===== src/design/cube_normal_texel_generator_macros.svh =====
// Assertion macros used by the cube normal texel generator back end.
// Each macro expects signals named clk and rst_n in the including scope.
`ifndef CUBE_NORMAL_TEXEL_GENERATOR_MACROS_SVH
`define CUBE_NORMAL_TEXEL_GENERATOR_MACROS_SVH

// Consequent must hold in the same cycle as the antecedent.
`define CNTG_ASSERT_IMPL(lbl, ante, cons, msg) \
  lbl: assert property (@(posedge clk) disable iff (!rst_n) (ante) |-> (cons)) \
    else $error(msg);

// Consequent must hold in the cycle after the antecedent.
`define CNTG_ASSERT_NEXT(lbl, ante, cons, msg) \
  lbl: assert property (@(posedge clk) disable iff (!rst_n) (ante) |=> (cons)) \
    else $error(msg);

`endif


===== src/design/cntg_pkg.sv =====
// Shared types and constants for the cube normal texel generator.
// No dependencies; every RTL file of the block uses this package.
`default_nettype none

package cntg_pkg;

  // Cube geometry.
  localparam int CubeEdge = 128;
  localparam int Span     = (CubeEdge > 1) ? CubeEdge - 1 : 1;

  // Coordinate mapping: numerator width, reciprocal of the span, products.
  localparam int NumW  = 25;
  localparam int ProdW = NumW + 32;
  localparam int QW    = 18;
  localparam logic [31:0] DivRecip = 32'((64'd1 << 31) / Span);

  // Fixed-point one in Q1.16.
  localparam logic [QW-1:0] One = 18'd65536;

  // Dither generator constants.
  localparam logic [31:0] LcgSeed = 32'd23453425;
  localparam logic [31:0] LcgMul  = 32'd8923457;
  localparam logic [31:0] LcgAdd  = 32'd4937852;

  // Queue between front and back.
  localparam int QDepth = 2;
  localparam int QPtrW  = (QDepth > 1) ? $clog2(QDepth) : 1;
  localparam int QCntW  = $clog2(QDepth + 1);

  // Face codes.
  localparam logic [2:0] FACE_POS_X = 3'd0;
  localparam logic [2:0] FACE_NEG_X = 3'd1;
  localparam logic [2:0] FACE_POS_Y = 3'd2;
  localparam logic [2:0] FACE_NEG_Y = 3'd3;
  localparam logic [2:0] FACE_POS_Z = 3'd4;
  localparam logic [2:0] FACE_NEG_Z = 3'd5;

  // One classified texel: face code and Q1.16 coordinates (two's complement).
  typedef struct packed {
    logic [2:0]    face;
    logic [QW-1:0] w;
    logic [QW-1:0] h;
  } item_t;

  // Write side of the queue.
  typedef struct packed {
    logic  push;
    item_t item;
  } qwr_t;

  typedef enum logic [1:0] {
    F_IDLE,
    F_DIV,
    F_PUSH
  } front_state_t;

  typedef enum logic [2:0] {
    B_IDLE,
    B_SUMSQ,
    B_SQRT,
    B_RECIP,
    B_SCALE,
    B_DITHER,
    B_ALPHA,
    B_DONE
  } back_state_t;

endpackage

`default_nettype wire


===== src/design/cube_normal_texel_generator.sv =====
// Normalization cube map texel generator: top level (front, queue, back).
// From acceptance to result, 17 square root and 17 reciprocal steps dominate; texels with
// a positive z take extra alpha steps, and unused face codes skip normalization.
// Each end finishes one texel before it takes the next; the queue lies between them.
// Reset (synchronous, rst_n low) empties the queue and result register and
// reloads the dither generator with its seed.
`default_nettype none

module cube_normal_texel_generator (
  input  wire logic       clk,
  input  wire logic       rst_n,
  input  wire logic       in_push,
  input  wire logic [2:0] in_face,
  input  wire logic [6:0] in_col,
  input  wire logic [6:0] in_row,
  output logic            in_full,
  output logic            out_empty,
  input  wire logic       out_pop,
  output logic [7:0]      out_red,
  output logic [7:0]      out_green,
  output logic [7:0]      out_blue,
  output logic [7:0]      out_alpha
);

  cntg_pkg::qwr_t  q_wr;
  cntg_pkg::item_t q_item;
  logic            q_full;
  logic            q_empty;
  logic            q_pop;

  // Front end: coordinate mapping.
  cntg_front u_front (
    .clk     (clk),
    .rst_n   (rst_n),
    .in_push (in_push),
    .in_face (in_face),
    .in_col  (in_col),
    .in_row  (in_row),
    .in_full (in_full),
    .q_full  (q_full),
    .q_wr    (q_wr)
  );

  // Queue between the two ends.
  cntg_queue u_queue (
    .clk     (clk),
    .rst_n   (rst_n),
    .wr      (q_wr),
    .full    (q_full),
    .empty   (q_empty),
    .rd_item (q_item),
    .pop     (q_pop)
  );

  // Back end: normalization, dithering and alpha.
  cntg_back u_back (
    .clk       (clk),
    .rst_n     (rst_n),
    .q_empty   (q_empty),
    .q_item    (q_item),
    .q_pop     (q_pop),
    .out_empty (out_empty),
    .out_pop   (out_pop),
    .out_red   (out_red),
    .out_green (out_green),
    .out_blue  (out_blue),
    .out_alpha (out_alpha)
  );

endmodule

`default_nettype wire


===== src/design/cntg_front.sv =====
// Front end: accepts a texel transaction and maps column and row to Q1.16.
// Depends on cntg_pkg; feeds cntg_queue.
`default_nettype none

module cntg_front (
  input  wire logic            clk,
  input  wire logic            rst_n,
  input  wire logic            in_push,
  input  wire logic [2:0]      in_face,
  input  wire logic [6:0]      in_col,
  input  wire logic [6:0]      in_row,
  output logic                 in_full,
  input  wire logic            q_full,
  output cntg_pkg::qwr_t       q_wr
);

  cntg_pkg::front_state_t state_r, state_nxt;
  logic [2:0] face_r, face_nxt;
  logic [6:0] col_r, col_nxt;
  logic [6:0] row_r, row_nxt;
  logic [cntg_pkg::ProdW-1:0] prodw_r, prodw_nxt;
  logic [cntg_pkg::ProdW-1:0] prodh_r, prodh_nxt;
  logic accept;

  // Numerator of the coordinate mapping: c * 2^17 + span / 2.
  function automatic logic [cntg_pkg::NumW-1:0] coord_num(input logic [6:0] c);
    return cntg_pkg::NumW'({c, 17'd0}) + cntg_pkg::NumW'(cntg_pkg::Span / 2);
  endfunction

  // Quotient estimate from the reciprocal product, one correction step,
  // then removal of the bias so that the result spans -1 to +1.
  function automatic logic [cntg_pkg::QW-1:0] coord_fix(
    input logic [6:0] c,
    input logic [cntg_pkg::ProdW-1:0] p
  );
    logic [cntg_pkg::NumW-1:0] num;
    logic [cntg_pkg::QW-1:0]   qe;
    logic [cntg_pkg::NumW-1:0] rem;
    logic [cntg_pkg::QW-1:0]   q;
    num = coord_num(c);
    qe  = p[31 +: cntg_pkg::QW];
    rem = num - cntg_pkg::NumW'(int'(qe) * cntg_pkg::Span);
    q   = (rem >= cntg_pkg::NumW'(cntg_pkg::Span)) ? qe + 1'b1 : qe;
    return q - cntg_pkg::One;
  endfunction

  // Clamp a column or row to the last texel of the edge.
  function automatic logic [6:0] clamp_coord(input logic [6:0] c);
    return (32'(c) > cntg_pkg::Span) ? 7'(cntg_pkg::Span) : c;
  endfunction

  assign accept = in_push && (state_r == cntg_pkg::F_IDLE);

  // Next state.
  always_comb begin
    state_nxt = state_r;
    case (state_r)
      cntg_pkg::F_IDLE: if (in_push) state_nxt = cntg_pkg::F_DIV;
      cntg_pkg::F_DIV:  state_nxt = cntg_pkg::F_PUSH;
      cntg_pkg::F_PUSH: if (!q_full) state_nxt = cntg_pkg::F_IDLE;
      default:          state_nxt = cntg_pkg::F_IDLE;
    endcase
  end

  // Outputs and datapath.
  always_comb begin
    face_nxt  = face_r;
    col_nxt   = col_r;
    row_nxt   = row_r;
    prodw_nxt = prodw_r;
    prodh_nxt = prodh_r;
    if (accept) begin
      face_nxt = in_face;
      col_nxt  = clamp_coord(in_col);
      row_nxt  = clamp_coord(in_row);
    end
    if (state_r == cntg_pkg::F_DIV) begin
      prodw_nxt = cntg_pkg::ProdW'(coord_num(col_r)) * cntg_pkg::ProdW'(cntg_pkg::DivRecip);
      prodh_nxt = cntg_pkg::ProdW'(coord_num(row_r)) * cntg_pkg::ProdW'(cntg_pkg::DivRecip);
    end
    in_full        = (state_r != cntg_pkg::F_IDLE);
    q_wr.push      = (state_r == cntg_pkg::F_PUSH) && !q_full;
    q_wr.item.face = face_r;
    q_wr.item.w    = coord_fix(col_r, prodw_r);
    q_wr.item.h    = coord_fix(row_r, prodh_r);
  end

  // Control state.
  always_ff @(posedge clk) begin
    if (!rst_n) begin
      state_r <= cntg_pkg::F_IDLE;
    end else begin
      state_r <= state_nxt;
    end
  end

  // Payload registers.
  always_ff @(posedge clk) begin
    face_r  <= face_nxt;
    col_r   <= col_nxt;
    row_r   <= row_nxt;
    prodw_r <= prodw_nxt;
    prodh_r <= prodh_nxt;
  end

endmodule

`default_nettype wire


===== src/design/cntg_queue.sv =====
// Short queue of classified texels between the front and back ends.
// Depends on cntg_pkg.
`default_nettype none

module cntg_queue (
  input  wire logic           clk,
  input  wire logic           rst_n,
  input  wire cntg_pkg::qwr_t wr,
  output logic                full,
  output logic                empty,
  output cntg_pkg::item_t     rd_item,
  input  wire logic           pop
);

  cntg_pkg::item_t mem_r [cntg_pkg::QDepth];
  logic [cntg_pkg::QPtrW-1:0] wr_ptr_r, wr_ptr_nxt;
  logic [cntg_pkg::QPtrW-1:0] rd_ptr_r, rd_ptr_nxt;
  logic [cntg_pkg::QCntW-1:0] cnt_r, cnt_nxt;
  logic do_push, do_pop;

  function automatic logic [cntg_pkg::QPtrW-1:0] ptr_inc(
    input logic [cntg_pkg::QPtrW-1:0] p
  );
    return (p == cntg_pkg::QPtrW'(cntg_pkg::QDepth - 1)) ? '0 : p + 1'b1;
  endfunction

  // Status and pointer updates.
  always_comb begin
    full       = (cnt_r == cntg_pkg::QCntW'(cntg_pkg::QDepth));
    empty      = (cnt_r == '0);
    do_push    = wr.push && !full;
    do_pop     = pop && !empty;
    wr_ptr_nxt = do_push ? ptr_inc(wr_ptr_r) : wr_ptr_r;
    rd_ptr_nxt = do_pop ? ptr_inc(rd_ptr_r) : rd_ptr_r;
    cnt_nxt    = cnt_r + cntg_pkg::QCntW'(do_push) - cntg_pkg::QCntW'(do_pop);
    rd_item    = mem_r[rd_ptr_r];
  end

  always_ff @(posedge clk) begin
    if (!rst_n) begin
      wr_ptr_r <= '0;
      rd_ptr_r <= '0;
      cnt_r    <= '0;
    end else begin
      wr_ptr_r <= wr_ptr_nxt;
      rd_ptr_r <= rd_ptr_nxt;
      cnt_r    <= cnt_nxt;
    end
  end

  // Entry storage.
  always_ff @(posedge clk) begin
    if (do_push) mem_r[wr_ptr_r] <= wr.item;
  end

endmodule

`default_nettype wire


===== src/design/cntg_back.sv =====
// Back end: normalizes the face vector, dithers the colors, computes alpha.
// Depends on cntg_pkg and the assertion macro header; reads cntg_queue.
`default_nettype none
`include "cube_normal_texel_generator_macros.svh"

module cntg_back (
  input  wire logic            clk,
  input  wire logic            rst_n,
  input  wire logic            q_empty,
  input  wire cntg_pkg::item_t q_item,
  output logic                 q_pop,
  output logic                 out_empty,
  input  wire logic            out_pop,
  output logic [7:0]           out_red,
  output logic [7:0]           out_green,
  output logic [7:0]           out_blue,
  output logic [7:0]           out_alpha
);

  cntg_pkg::back_state_t state_r, state_nxt;
  logic [4:0]  cnt_r, cnt_nxt;
  logic [17:0] v_r [3];
  logic [17:0] v_nxt [3];
  logic [17:0] n_r [3];
  logic [17:0] n_nxt [3];
  logic [7:0]  col_r [3];
  logic [7:0]  col_nxt [3];
  logic [33:0] acc_r, acc_nxt;
  logic [34:0] res_r, res_nxt;
  logic [16:0] div_r, div_nxt;
  logic [16:0] quo_r, quo_nxt;
  logic [17:0] z_r, z_nxt;
  logic [7:0]  alpha_r, alpha_nxt;
  logic [31:0] lcg_r, lcg_nxt;
  logic        out_valid_r, out_valid_nxt;
  logic [7:0]  ored_r, ogreen_r, oblue_r, oalpha_r;
  logic        out_load;
  logic        face_ok;
  logic        n2_pos;
  logic [1:0]  idx;
  logic [1:0]  cidx;
  logic [31:0] mul_a, mul_b;
  logic [63:0] mul_p;
  logic [34:0] bitv, trial;
  logic [17:0] sh;
  logic        ge;
  logic [34:0] rnd;
  logic [17:0] nm;
  logic [15:0] dk;
  logic [17:0] nx;
  logic [25:0] cval;
  logic [25:0] aval;

  // Magnitude of a Q1.16 component.
  function automatic logic [16:0] mag(input logic [17:0] x);
    return x[17] ? 17'(-x) : 17'(x);
  endfunction

  assign idx     = cnt_r[1:0];
  assign cidx    = 2'(cnt_r - 5'd1);
  assign face_ok = (q_item.face <= cntg_pkg::FACE_NEG_Z);
  assign n2_pos  = !n_r[2][17] && (n_r[2] != '0);
  assign mul_p   = 64'(mul_a) * 64'(mul_b);
  assign out_load = (state_r == cntg_pkg::B_DONE) && (!out_valid_r || out_pop);

  // Next state.
  always_comb begin
    state_nxt = state_r;
    case (state_r)
      cntg_pkg::B_IDLE:
        if (!q_empty) state_nxt = face_ok ? cntg_pkg::B_SUMSQ : cntg_pkg::B_DITHER;
      cntg_pkg::B_SUMSQ:
        if (cnt_r == 5'd2) state_nxt = cntg_pkg::B_SQRT;
      cntg_pkg::B_SQRT:
        if (cnt_r == 5'd0) state_nxt = cntg_pkg::B_RECIP;
      cntg_pkg::B_RECIP:
        if (cnt_r == 5'd0) state_nxt = cntg_pkg::B_SCALE;
      cntg_pkg::B_SCALE:
        if (cnt_r == 5'd2) state_nxt = cntg_pkg::B_DITHER;
      cntg_pkg::B_DITHER:
        if (cnt_r == 5'd3) state_nxt = n2_pos ? cntg_pkg::B_ALPHA : cntg_pkg::B_DONE;
      cntg_pkg::B_ALPHA:
        if (cnt_r == 5'd3) state_nxt = cntg_pkg::B_DONE;
      cntg_pkg::B_DONE:
        if (out_load) state_nxt = cntg_pkg::B_IDLE;
      default:
        state_nxt = cntg_pkg::B_IDLE;
    endcase
  end

  // Datapath and outputs.
  always_comb begin
    cnt_nxt   = cnt_r;
    v_nxt     = v_r;
    n_nxt     = n_r;
    col_nxt   = col_r;
    acc_nxt   = acc_r;
    res_nxt   = res_r;
    div_nxt   = div_r;
    quo_nxt   = quo_r;
    z_nxt     = z_r;
    alpha_nxt = alpha_r;
    lcg_nxt   = lcg_r;
    mul_a     = '0;
    mul_b     = '0;
    q_pop     = 1'b0;
    bitv      = 35'd1 << {cnt_r, 1'b0};
    trial     = res_r + bitv;
    sh        = {div_r, 1'b0};
    ge        = (sh >= {1'b0, res_r[16:0]});
    rnd       = '0;
    nm        = '0;
    dk        = lcg_r[23:8];
    nx        = n_r[cidx] + cntg_pkg::One;
    cval      = {1'b0, nx, 7'b0} - 26'(nx) + 26'(dk) + 26'(dk[15]);
    aval      = {z_r, 8'b0} - 26'(z_r);

    case (state_r)
      // Take a texel and build its face vector.
      cntg_pkg::B_IDLE: begin
        q_pop   = !q_empty;
        cnt_nxt = '0;
        acc_nxt = '0;
        for (int i = 0; i < 3; i++) begin
          n_nxt[i] = '0;
          v_nxt[i] = '0;
        end
        case (q_item.face)
          cntg_pkg::FACE_POS_X: begin
            v_nxt[0] = cntg_pkg::One;  v_nxt[1] = -q_item.h;     v_nxt[2] = -q_item.w;
          end
          cntg_pkg::FACE_NEG_X: begin
            v_nxt[0] = -cntg_pkg::One; v_nxt[1] = -q_item.h;     v_nxt[2] = q_item.w;
          end
          cntg_pkg::FACE_POS_Y: begin
            v_nxt[0] = q_item.w;       v_nxt[1] = cntg_pkg::One; v_nxt[2] = q_item.h;
          end
          cntg_pkg::FACE_NEG_Y: begin
            v_nxt[0] = q_item.w;       v_nxt[1] = -cntg_pkg::One; v_nxt[2] = -q_item.h;
          end
          cntg_pkg::FACE_POS_Z: begin
            v_nxt[0] = q_item.w;       v_nxt[1] = -q_item.h;     v_nxt[2] = cntg_pkg::One;
          end
          cntg_pkg::FACE_NEG_Z: begin
            v_nxt[0] = -q_item.w;      v_nxt[1] = -q_item.h;     v_nxt[2] = -cntg_pkg::One;
          end
          default: ;
        endcase
      end

      // Sum of squares, one component per cycle.
      cntg_pkg::B_SUMSQ: begin
        mul_a   = 32'(mag(v_r[idx]));
        mul_b   = 32'(mag(v_r[idx]));
        acc_nxt = acc_r + mul_p[33:0];
        cnt_nxt = (cnt_r == 5'd2) ? 5'd16 : cnt_r + 5'd1;
        res_nxt = '0;
      end

      // Integer square root, one result bit per cycle.
      cntg_pkg::B_SQRT: begin
        if ({1'b0, acc_r} >= trial) begin
          acc_nxt = acc_r - trial[33:0];
          res_nxt = (res_r >> 1) + bitv;
        end else begin
          res_nxt = res_r >> 1;
        end
        if (cnt_r == 5'd0) begin
          cnt_nxt = 5'd16;
          // The upper quotient bits of 2^32 / root are zero because the root
          // is at least 2^16; only the low 17 bits are developed.
          div_nxt = 17'd32768;
          quo_nxt = '0;
        end else begin
          cnt_nxt = cnt_r - 5'd1;
        end
      end

      // Restoring division of 2^32 by the root.
      cntg_pkg::B_RECIP: begin
        div_nxt = ge ? 17'(sh - {1'b0, res_r[16:0]}) : sh[16:0];
        quo_nxt = {quo_r[15:0], ge};
        cnt_nxt = (cnt_r == 5'd0) ? 5'd0 : cnt_r - 5'd1;
      end

      // Scale each component by the reciprocal, rounding the magnitude.
      cntg_pkg::B_SCALE: begin
        mul_a      = 32'(mag(v_r[idx]));
        mul_b      = 32'(quo_r);
        rnd        = 35'(mul_p[33:0]) + 35'd32768;
        nm         = 18'(rnd[34:16]);
        n_nxt[idx] = v_r[idx][17] ? -nm : nm;
        cnt_nxt    = (cnt_r == 5'd2) ? 5'd0 : cnt_r + 5'd1;
      end

      // Step the dither generator three times; each color trails its step.
      cntg_pkg::B_DITHER: begin
        if (cnt_r != 5'd3) begin
          mul_a   = lcg_r;
          mul_b   = cntg_pkg::LcgMul;
          lcg_nxt = mul_p[31:0] + cntg_pkg::LcgAdd;
        end
        if (cnt_r != 5'd0) begin
          col_nxt[cidx] = (cval[25:16] > 10'd255) ? 8'd255 : cval[23:16];
        end
        cnt_nxt   = (cnt_r == 5'd3) ? 5'd0 : cnt_r + 5'd1;
        z_nxt     = n_r[2];
        alpha_nxt = '0;
      end

      // Raise z to the eighth power by repeated rounded squaring.
      cntg_pkg::B_ALPHA: begin
        if (cnt_r != 5'd3) begin
          mul_a = 32'(z_r);
          mul_b = 32'(z_r);
          rnd   = 35'(mul_p[33:0]) + 35'd32768;
          z_nxt = 18'(rnd[34:16]);
        end else begin
          alpha_nxt = (aval[25:16] > 10'd255) ? 8'd255 : aval[23:16];
        end
        cnt_nxt = (cnt_r == 5'd3) ? 5'd0 : cnt_r + 5'd1;
      end

      default: ;
    endcase

    out_valid_nxt = out_load ? 1'b1 : (out_pop ? 1'b0 : out_valid_r);
    out_empty     = !out_valid_r;
    out_red       = ored_r;
    out_green     = ogreen_r;
    out_blue      = oblue_r;
    out_alpha     = oalpha_r;
  end

  // Control state and the dither generator.
  always_ff @(posedge clk) begin
    if (!rst_n) begin
      state_r     <= cntg_pkg::B_IDLE;
      cnt_r       <= '0;
      out_valid_r <= 1'b0;
      lcg_r       <= cntg_pkg::LcgSeed;
    end else begin
      state_r     <= state_nxt;
      cnt_r       <= cnt_nxt;
      out_valid_r <= out_valid_nxt;
      lcg_r       <= lcg_nxt;
    end
  end

  // Working and result registers.
  always_ff @(posedge clk) begin
    v_r     <= v_nxt;
    n_r     <= n_nxt;
    col_r   <= col_nxt;
    acc_r   <= acc_nxt;
    res_r   <= res_nxt;
    div_r   <= div_nxt;
    quo_r   <= quo_nxt;
    z_r     <= z_nxt;
    alpha_r <= alpha_nxt;
    if (out_load) begin
      ored_r   <= col_r[0];
      ogreen_r <= col_r[1];
      oblue_r  <= col_r[2];
      oalpha_r <= alpha_r;
    end
  end

  // The root of a valid face vector lies between 2^16 and 2^17.
  `CNTG_ASSERT_IMPL(a_root_range, state_r == cntg_pkg::B_SCALE, res_r[16] && (res_r[34:17] == '0), "square root out of range")
  // The dither generator moves only while colors are being produced.
  `CNTG_ASSERT_NEXT(a_lcg_hold, state_r != cntg_pkg::B_DITHER, $stable(lcg_r), "dither generator stepped outside the dither phase")
  // The dither step counter never exceeds three.
  `CNTG_ASSERT_IMPL(a_dither_count, state_r == cntg_pkg::B_DITHER, cnt_r <= 5'd3, "dither step counter overran")

endmodule

`default_nettype wire


===== config.mk =====
export PLATFORM = sky130hd
export DESIGN_NAME = cube_normal_texel_generator
export DESIGN_NICKNAME = d
export VERILOG_FILES = /design/src/design/cntg_pkg.sv /design/src/design/cube_normal_texel_generator.sv /design/src/design/cntg_front.sv /design/src/design/cntg_queue.sv /design/src/design/cntg_back.sv
export VERILOG_INCLUDE_DIRS = /design/src /design/src/design
export SDC_FILE = /design/constraint.sdc
export NUM_CORES = 2
export LEC_CHECK = 0
export ABC_AREA = 1
export BUFFER_PORTS_ARGS = -buffer_cell sky130_fd_sc_hd__buf_2
export CAP_MARGIN = 20
export CORE_MARGIN = 2
export CORE_UTILIZATION = 55
export CTS_BUF_LIST = sky130_fd_sc_hd__clkbuf_16
export DETAILED_ROUTE_END_ITERATION = 10
export HOLD_SLACK_MARGIN = 0.12
export PLACE_DENSITY = 0.71
export SETUP_SLACK_MARGIN = 0.5
export SYNTH_ARGS = -nofsm -noshare
export SYNTH_HDL_FRONTEND = slang
export SYNTH_HIERARCHICAL = 1
export SYNTH_SLANG_ARGS = --single-unit

===== constraint.sdc =====
create_clock -name clk -period 18.7 [get_ports clk]
set_clock_uncertainty 0.1 [all_clocks]
set_input_delay 0.935 -clock clk [delete_from_list [all_inputs] [get_ports clk]]
set_output_delay 0.935 -clock clk [all_outputs]
set_load 0.01 [all_outputs]

# == Word level (Yosys, flattened, before mapping) ==
# Memory sizes are Yosys's and may differ from the RTL's. A register that Yosys moved wholly into a read port is not among the register bits.
# Index checks and enable logic that the tools add are counted.
# word_totals
regBits,449
latch_bits,0
n_memories,1
inputBits,21
ram_bits,78
rom_bits,0
# op_classes
mux,67
n_shift,1
order_cmp,11
eq_ne,31
n_reduce_logical,38
n_addsub,30
div_mod_pow,0
bitwise,2
mul,5
# mem_list
name,words,word_bits,rd,rd_clocked_by_memory_dff,write_ports,line,rtl
u_queue.mem_r,2,39,1,1,1,cntg_queue.sv:15,cntg_pkg::item_t mem_r [cntg_pkg::QDepth];
# op_table
operator,n
$pmux W54 S6,1
$mux W18,10
$pmux W32 S4,1
$pmux W54 S2,1
$pmux W34 S3,1
$pmux W32 S3,1
$mul A25 B22 Y46 const B,2
$bmux W18 S2,2
$pmux W35 S2,1
$mux W17,4
$pmux W17 S2,2
$bwmux W54,1
$neg A18 Y18,3
$add A24 B6 Y25 const B,2
$ge A25 B7 Y1 const B,2
$mul A18 B7 Y25 const B,2
$sub A25 B25 Y25,2
$add A18 B1 Y18 const B,2
$demux W18 S2,1
$pmux W18 S2,1
$sub A18 B17 Y18 const B,2
$add A34 B35 Y35,1
$add A35 B35 Y35,1
$ge A34 B35 Y1,1
62 further kinds,138

# == Depth between registers and ports, before layout ==
# logic_depth
ltp_word,13
mapped_depth,63

# == Modules after synthesis ==
# Netlist, hierarchy kept.
# modules_own_cells
module,seq_area_each_um2,area_per_inst_um2,instances,cells_each
cntg_back,9619.2,41850.1,1,5562
cntg_front,1631.6,12115.4,1,1479
cntg_queue,2442.3,3108.0,1,159

# == Worst setup path before layout ==
# Ideal clock, no wire load.
# synth_timing
path_type,register -> register
startpoint,reg u_back.state_r[1]
endpoint,reg u_back.acc_r[33] (data pin)
setup_slack_ns,6.917
t_arrival_ns,11.427
stages_incl_launch_ff,50
setup_ns,0.257
cell_sequence,dfxtp_1 nor2_1 nand2_1 nand2_1 clkinv_1 o21ai_1 clkbuf_1 nand2_1 fa_1 inv_1 fa_1 inv_1 fa_1 fa_1 fa_1 inv_1 fa_1 inv_1 [14 not listed] nand3_1 nor3_2 nand2_1 nor2_1 xor2_1 nand2_1 nand2_1 ha_1 nand2_1 nor3_1 inv_1 nor4_1 nand3_1 nand3_1 xnor2_1 inv_1 a21oi_1 nor2_1
# synth_via
elab_chain_cells,6
word_cells_on_any_way,12
cone_classes,1 x add/sub; 1 x mul; 5 x eq/ne; 3 x mux; 2 x reduce/logical
# synth_rtl
element,line,rtl
from (decl),cntg_back.sv:20,"cntg_pkg::back_state_t state_r, state_nxt;"
from (signal assigned),cntg_back.sv:238,state_r <= cntg_pkg::B_IDLE;
from (signal assigned),cntg_back.sv:243,state_r <= state_nxt;
$eq A3 B1 Y1 / $eq A3 B3 Y1 (equally long branches),n/a,
$reduce_or A2 Y1 (no source line),n/a,
$pmux W32 S3,cntg_back.sv:118,case (state_r)
$mul A32 B32 Y34,cntg_back.sv:63,assign mul_p = 64'(mul_a) * 64'(mul_b);
$add A34 B34 Y34,cntg_back.sv:155,acc_nxt = acc_r + mul_p[33:0];
$pmux W34 S3 *,cntg_back.sv:118,
to (signal assigned),cntg_back.sv:255,acc_r <= acc_nxt;
to (decl),cntg_back.sv:28,"logic [33:0] acc_r, acc_nxt;"
# Every way passes the cells marked *; elsewhere a longest branch is shown, timed or not.
# A chain may end at the register's enable or synchronous reset.

# == Worst setup path after layout ==
# layout_timing
startpoint,reg u_back.cnt_r[0]
endpoint,reg u_back.acc_r[33] (data pin)
# layout_via
elab_chain_cells,10
word_cells_on_any_way,19
cone_classes,4 x add/sub; 1 x mul; 1 x eq/ne; 1 x shift; 11 x mux; 1 x bitwise
# layout_rtl
element,line,rtl
from (decl),cntg_back.sv:21,"logic [4:0] cnt_r, cnt_nxt;"
from (signal assigned),cntg_back.sv:244,cnt_r <= cnt_nxt;
$not A2 Y3 (implied by the code),"cntg_back.sv:153, cntg_back.sv:154, cntg_back.sv:188",
$bmux W18 S2,"cntg_back.sv:153, cntg_back.sv:154, cntg_back.sv:188",
$mux W18 (implied by the code) (2 in a row),"cntg_back.sv:153, cntg_back.sv:154, cntg_back.sv:188",
$neg A17 Y17,cntg_back.sv:56,return x[17] ? 17'(-x) : 17'(x);
$mux W17,cntg_back.sv:56,
$pmux W32 S4 / $pmux W32 S3 (equally long branches),cntg_back.sv:118,
$mul A32 B32 Y34,cntg_back.sv:63,
$add A34 B34 Y34,cntg_back.sv:155,
$pmux W34 S3 *,cntg_back.sv:118,
# Every way passes the cells marked *; elsewhere a longest branch is shown, timed or not. The select of a mux whose other input is x is not followed.

==> flow_summary.yaml <==
placement:
  io_buffer_count: 54
  gp_congestion: 1.02
  detailedPlacementHpwl_mm: 128
sta:
  finalSetupViolCount: 0
  finalCritPeriodShare_pct: 70.5
  finalHoldViolations: 0
  report.final.slew_viol_count: 0
  max_freq_mhz: 75.8
  minimum_period_implied_by_the_final_worst_setup_slack_ns: 13.18
  rsz0062_at_grt: "no"
  timing_worst_slew_pin_value_ns: 1.18
  maxSlewHeadroom_pct: 21.3
  setup-tns-final_ns: 0
floorplan:
  fp.dieW_um: 326
  dieArea_um2: 106000
  num_rows: 118
  initial_core_utilization_pct: 55.3
  die_h_um: 326
  core_area_um2: 103000
  floorplan.io_pins: 55
yosys:
  post_synth_instance_area_um2: 57100
  ys.flop_type: "edfxtp_1"
  synth.distinct_cells: 75
  postSynthAreaPerCell_um2: 7.93
  synth-edff-count: 424
  synth.yosys.warnings: 6
  postSynth.asyncResetShare_pct: 0
  yosysSeqAreaShare_pct: 24.0
  synthesis.instances: 7200
  ys_seq_elements: 472
run_status:
  outcome: "complete, no violations"
finish:
  num_antenna_cells: 0
  fillCellCount: 9285
  mostFrequentLayoutCells: "inv_1 (1,621), nand2_1 (1,479), nor2_1 (612)"
  layout.cells.most_common: "inv_1"
  layout-drive-gt1-share_pct: 5.94
  finalNetCount: 8348
  area_delta_synth_final_pct: 6.56
min_path:
  holdCritStartpoint: "u_back/col_r[3]"
  min-delay-path-class: "reg -> reg"
  hold-path-cell-count: 0
  hold_path_end: "u_back/out_blue[3]"
critical_path:
  worst_path_largest_cell_delay_ns: 0.63
  critical_path.slowest_cell: "buf_4"
  required_ns: 18.99
  ff2ff_path_depth: 49
  worstSetupPathType: "reg -> reg"
  rr_endpoint: "u_back/acc_r[33]"
  critical_path.startpoint_type: "flop"
  timing.critical_path.fanout_max: 70
  arrival_ns: 13.47
  r2r_start: "u_back/cnt_r[0]"
  critPathCaptureType: "flop"
  ff2ff_setup_slack_ns: 5.52
routing:
  wl_per_cell_um: 18.1
  wirelength_mm: 158
  drt.antenna.violating_nets: 0
  dr.pass1.iters: 8
  route.detailed.drc: 0
  dr.first_iter.drc_count: 4333
  detailroute.via_count: 47700
  detail_routed_via_count_per_cell: 5.47
clock_network:
  hold_buffers: 0
  clock_tree.htree_level_count: 2
  clk_pin_slew_ns: 0.06
  clockRootBuffer: "clkbuf_16"
  clock_path_buffers: 3
  cts_made_buffers: 54
  clkSinkCount: 472
  cts.repair.resized: 0
  insertion_delay_ns: 0.69
  cts_setup_buffers: 0
  clock_tree_from_tritoncts: "yes"
grt:
  globalRoute.totalOverflow: 0
  grt_pass1_vias: 47100
  grtUsageTotal_pct: 29.9
  largest_net_degree_at_the_start_of_global_routing: 71
  antenna_violations_before_repair: 1
  grt_first_pass_wirelength_mm: 252
job:
  max_cap_violations: 0
-- worst max-delay path by stage --
| stage | start | end | cells after the start |
|---|---|---|---|
| 6_report | u_back/cnt_r[0] | u_back/acc_r[33] | 49 |
| 5_1_grt | u_back/cnt_r[0] | u_back/acc_r[29] | 52 |
| 4_1_cts | u_back/cnt_r[1] | u_back/acc_r[29] | 52 |
| 3_5_place_dp | u_back/cnt_r[1] | u_back/acc_r[29] | 52 |
| 3_3_place_gp | u_back/cnt_r[1] | u_back/acc_r[29] | 52 |
| 2_1_floorplan | u_back/state_r[1] | u_back/acc_r[33] | 49 |
-- final cells by class --
type | count | area, um^2 | share of cell area [%]
Timing Repair Buffer | 94 | 607 | 0.998
Sequential cell | 472 | 13700 | 22.5
Clock buffer | 54 | 1350 | 2.22
Clock inverter | 48 | 332 | 0.545
Multi-Input combinational cell | 5033 | 36900 | 60.8
Inverter | 1641 | 6160 | 10.1
Tap cell | 1380 | 1730 | 2.84
-- stage by stage --
| stage | hold slack (ns) | cell area (um^2) | cells | worst slack, ns | utilization (%) |
|---|---|---|---|---|---|
| finish | 0.320 | 60800 | 8722 | 5.52 | 58.9 |
| global placement | 0.299 | 59100 | 8616 | 5.93 | 57.2 |
| floorplan | 0.292 | 57400 | 7281 | 6.92 | - |
| global route | 0.324 | 60800 | 8722 | 4.77 | 58.9 |
| CTS | 0.317 | 60800 | 8719 | 5.59 | 58.9 |
| detailed placement | 0.304 | 59100 | 8617 | 5.61 | 57.3 |
-- critical path, delay by kind of cell (launching register included) --
kind	cells	cell delay (ns)
AO/OA/AOI/OAI	2	0.50
buffers and inverters	12	2.63
adder cells (fa/ha/maj)	10	4.91
XOR/XNOR	2	0.28
flip-flops	1	0.31
AND/OR/NAND/NOR	23	4.04
-- metal layers --
layer	GRT usage, %	vias to the layer above	part of all wire (%)
li1	-	22700	-
met1	38.4	22700	40
met2	50.6	1914	47
met3	4.12	400	7.3
met4	13.2	0	5.2
met5	0	-	0
-- registers in the layout (all words and copies together) (netlist names), 2 cells and up, named ones only --
register          flops
u_back/z_r           18
u_back/acc_r         34
u_back/div_r         17
u_back/out_alpha      8
u_front/face_r        3
u_back/n_r           54
u_back/v_r           54
u_front/prodw_r      18
u_back/col_r         24
u_back/res_r         35
u_queue/mem_r        78
u_back/out_red        8
u_front/row_r         7
u_back/quo_r         17
u_front/state_r       2
u_back/out_blue       8
u_back/alpha_r        8
u_front/prodh_r      18
u_back/out_green      8
u_queue/cnt_r         2
u_back/cnt_r          5
u_front/col_r         7
u_back/lcg_r         32
u_back/state_r        3
-- synthesized netlist by cell type, drive strengths merged (48+ instances only) --
library cell | count | area (um^2)
inv | 1627 | 6110
nand2 | 1546 | 6060
nor2 | 652 | 2580
fa | 540 | 10800
ha | 491 | 6140
edfxtp | 424 | 12700
a21oi | 343 | 1740
o21ai | 336 | 1690
nand3 | 300 | 1580
xor2 | 186 | 1760
clkbuf | 82 | 309
nand4 | 78 | 488
xnor2 | 70 | 613
buf | 53 | 334
nor3 | 53 | 305
dfxtp | 48 | 961
-- kinds of logic (layout without fill, tap and decap cells) --
logic type / count (synthesis) / after routing / synth area share, %
buffers and inverters: 1776 / 1837 / 11.9
and+or+nand+nor: 2726 / 2726 / 20.4
AOI/OAI and AO/OA: 898 / 898 / 8.96
adders and majority gates: 1031 / 1031 / 29.7
muxes: 39 / 39 / 0.835
xor gates and xnor gates: 256 / 256 / 4.15
DFF: 472 / 472 / 24.0
other: 2 / 83 / 0.0132
Power is left out: the tool's default activity adds up to more than one toggle a clock period on the data nets, which glitch-free logic cannot reach.
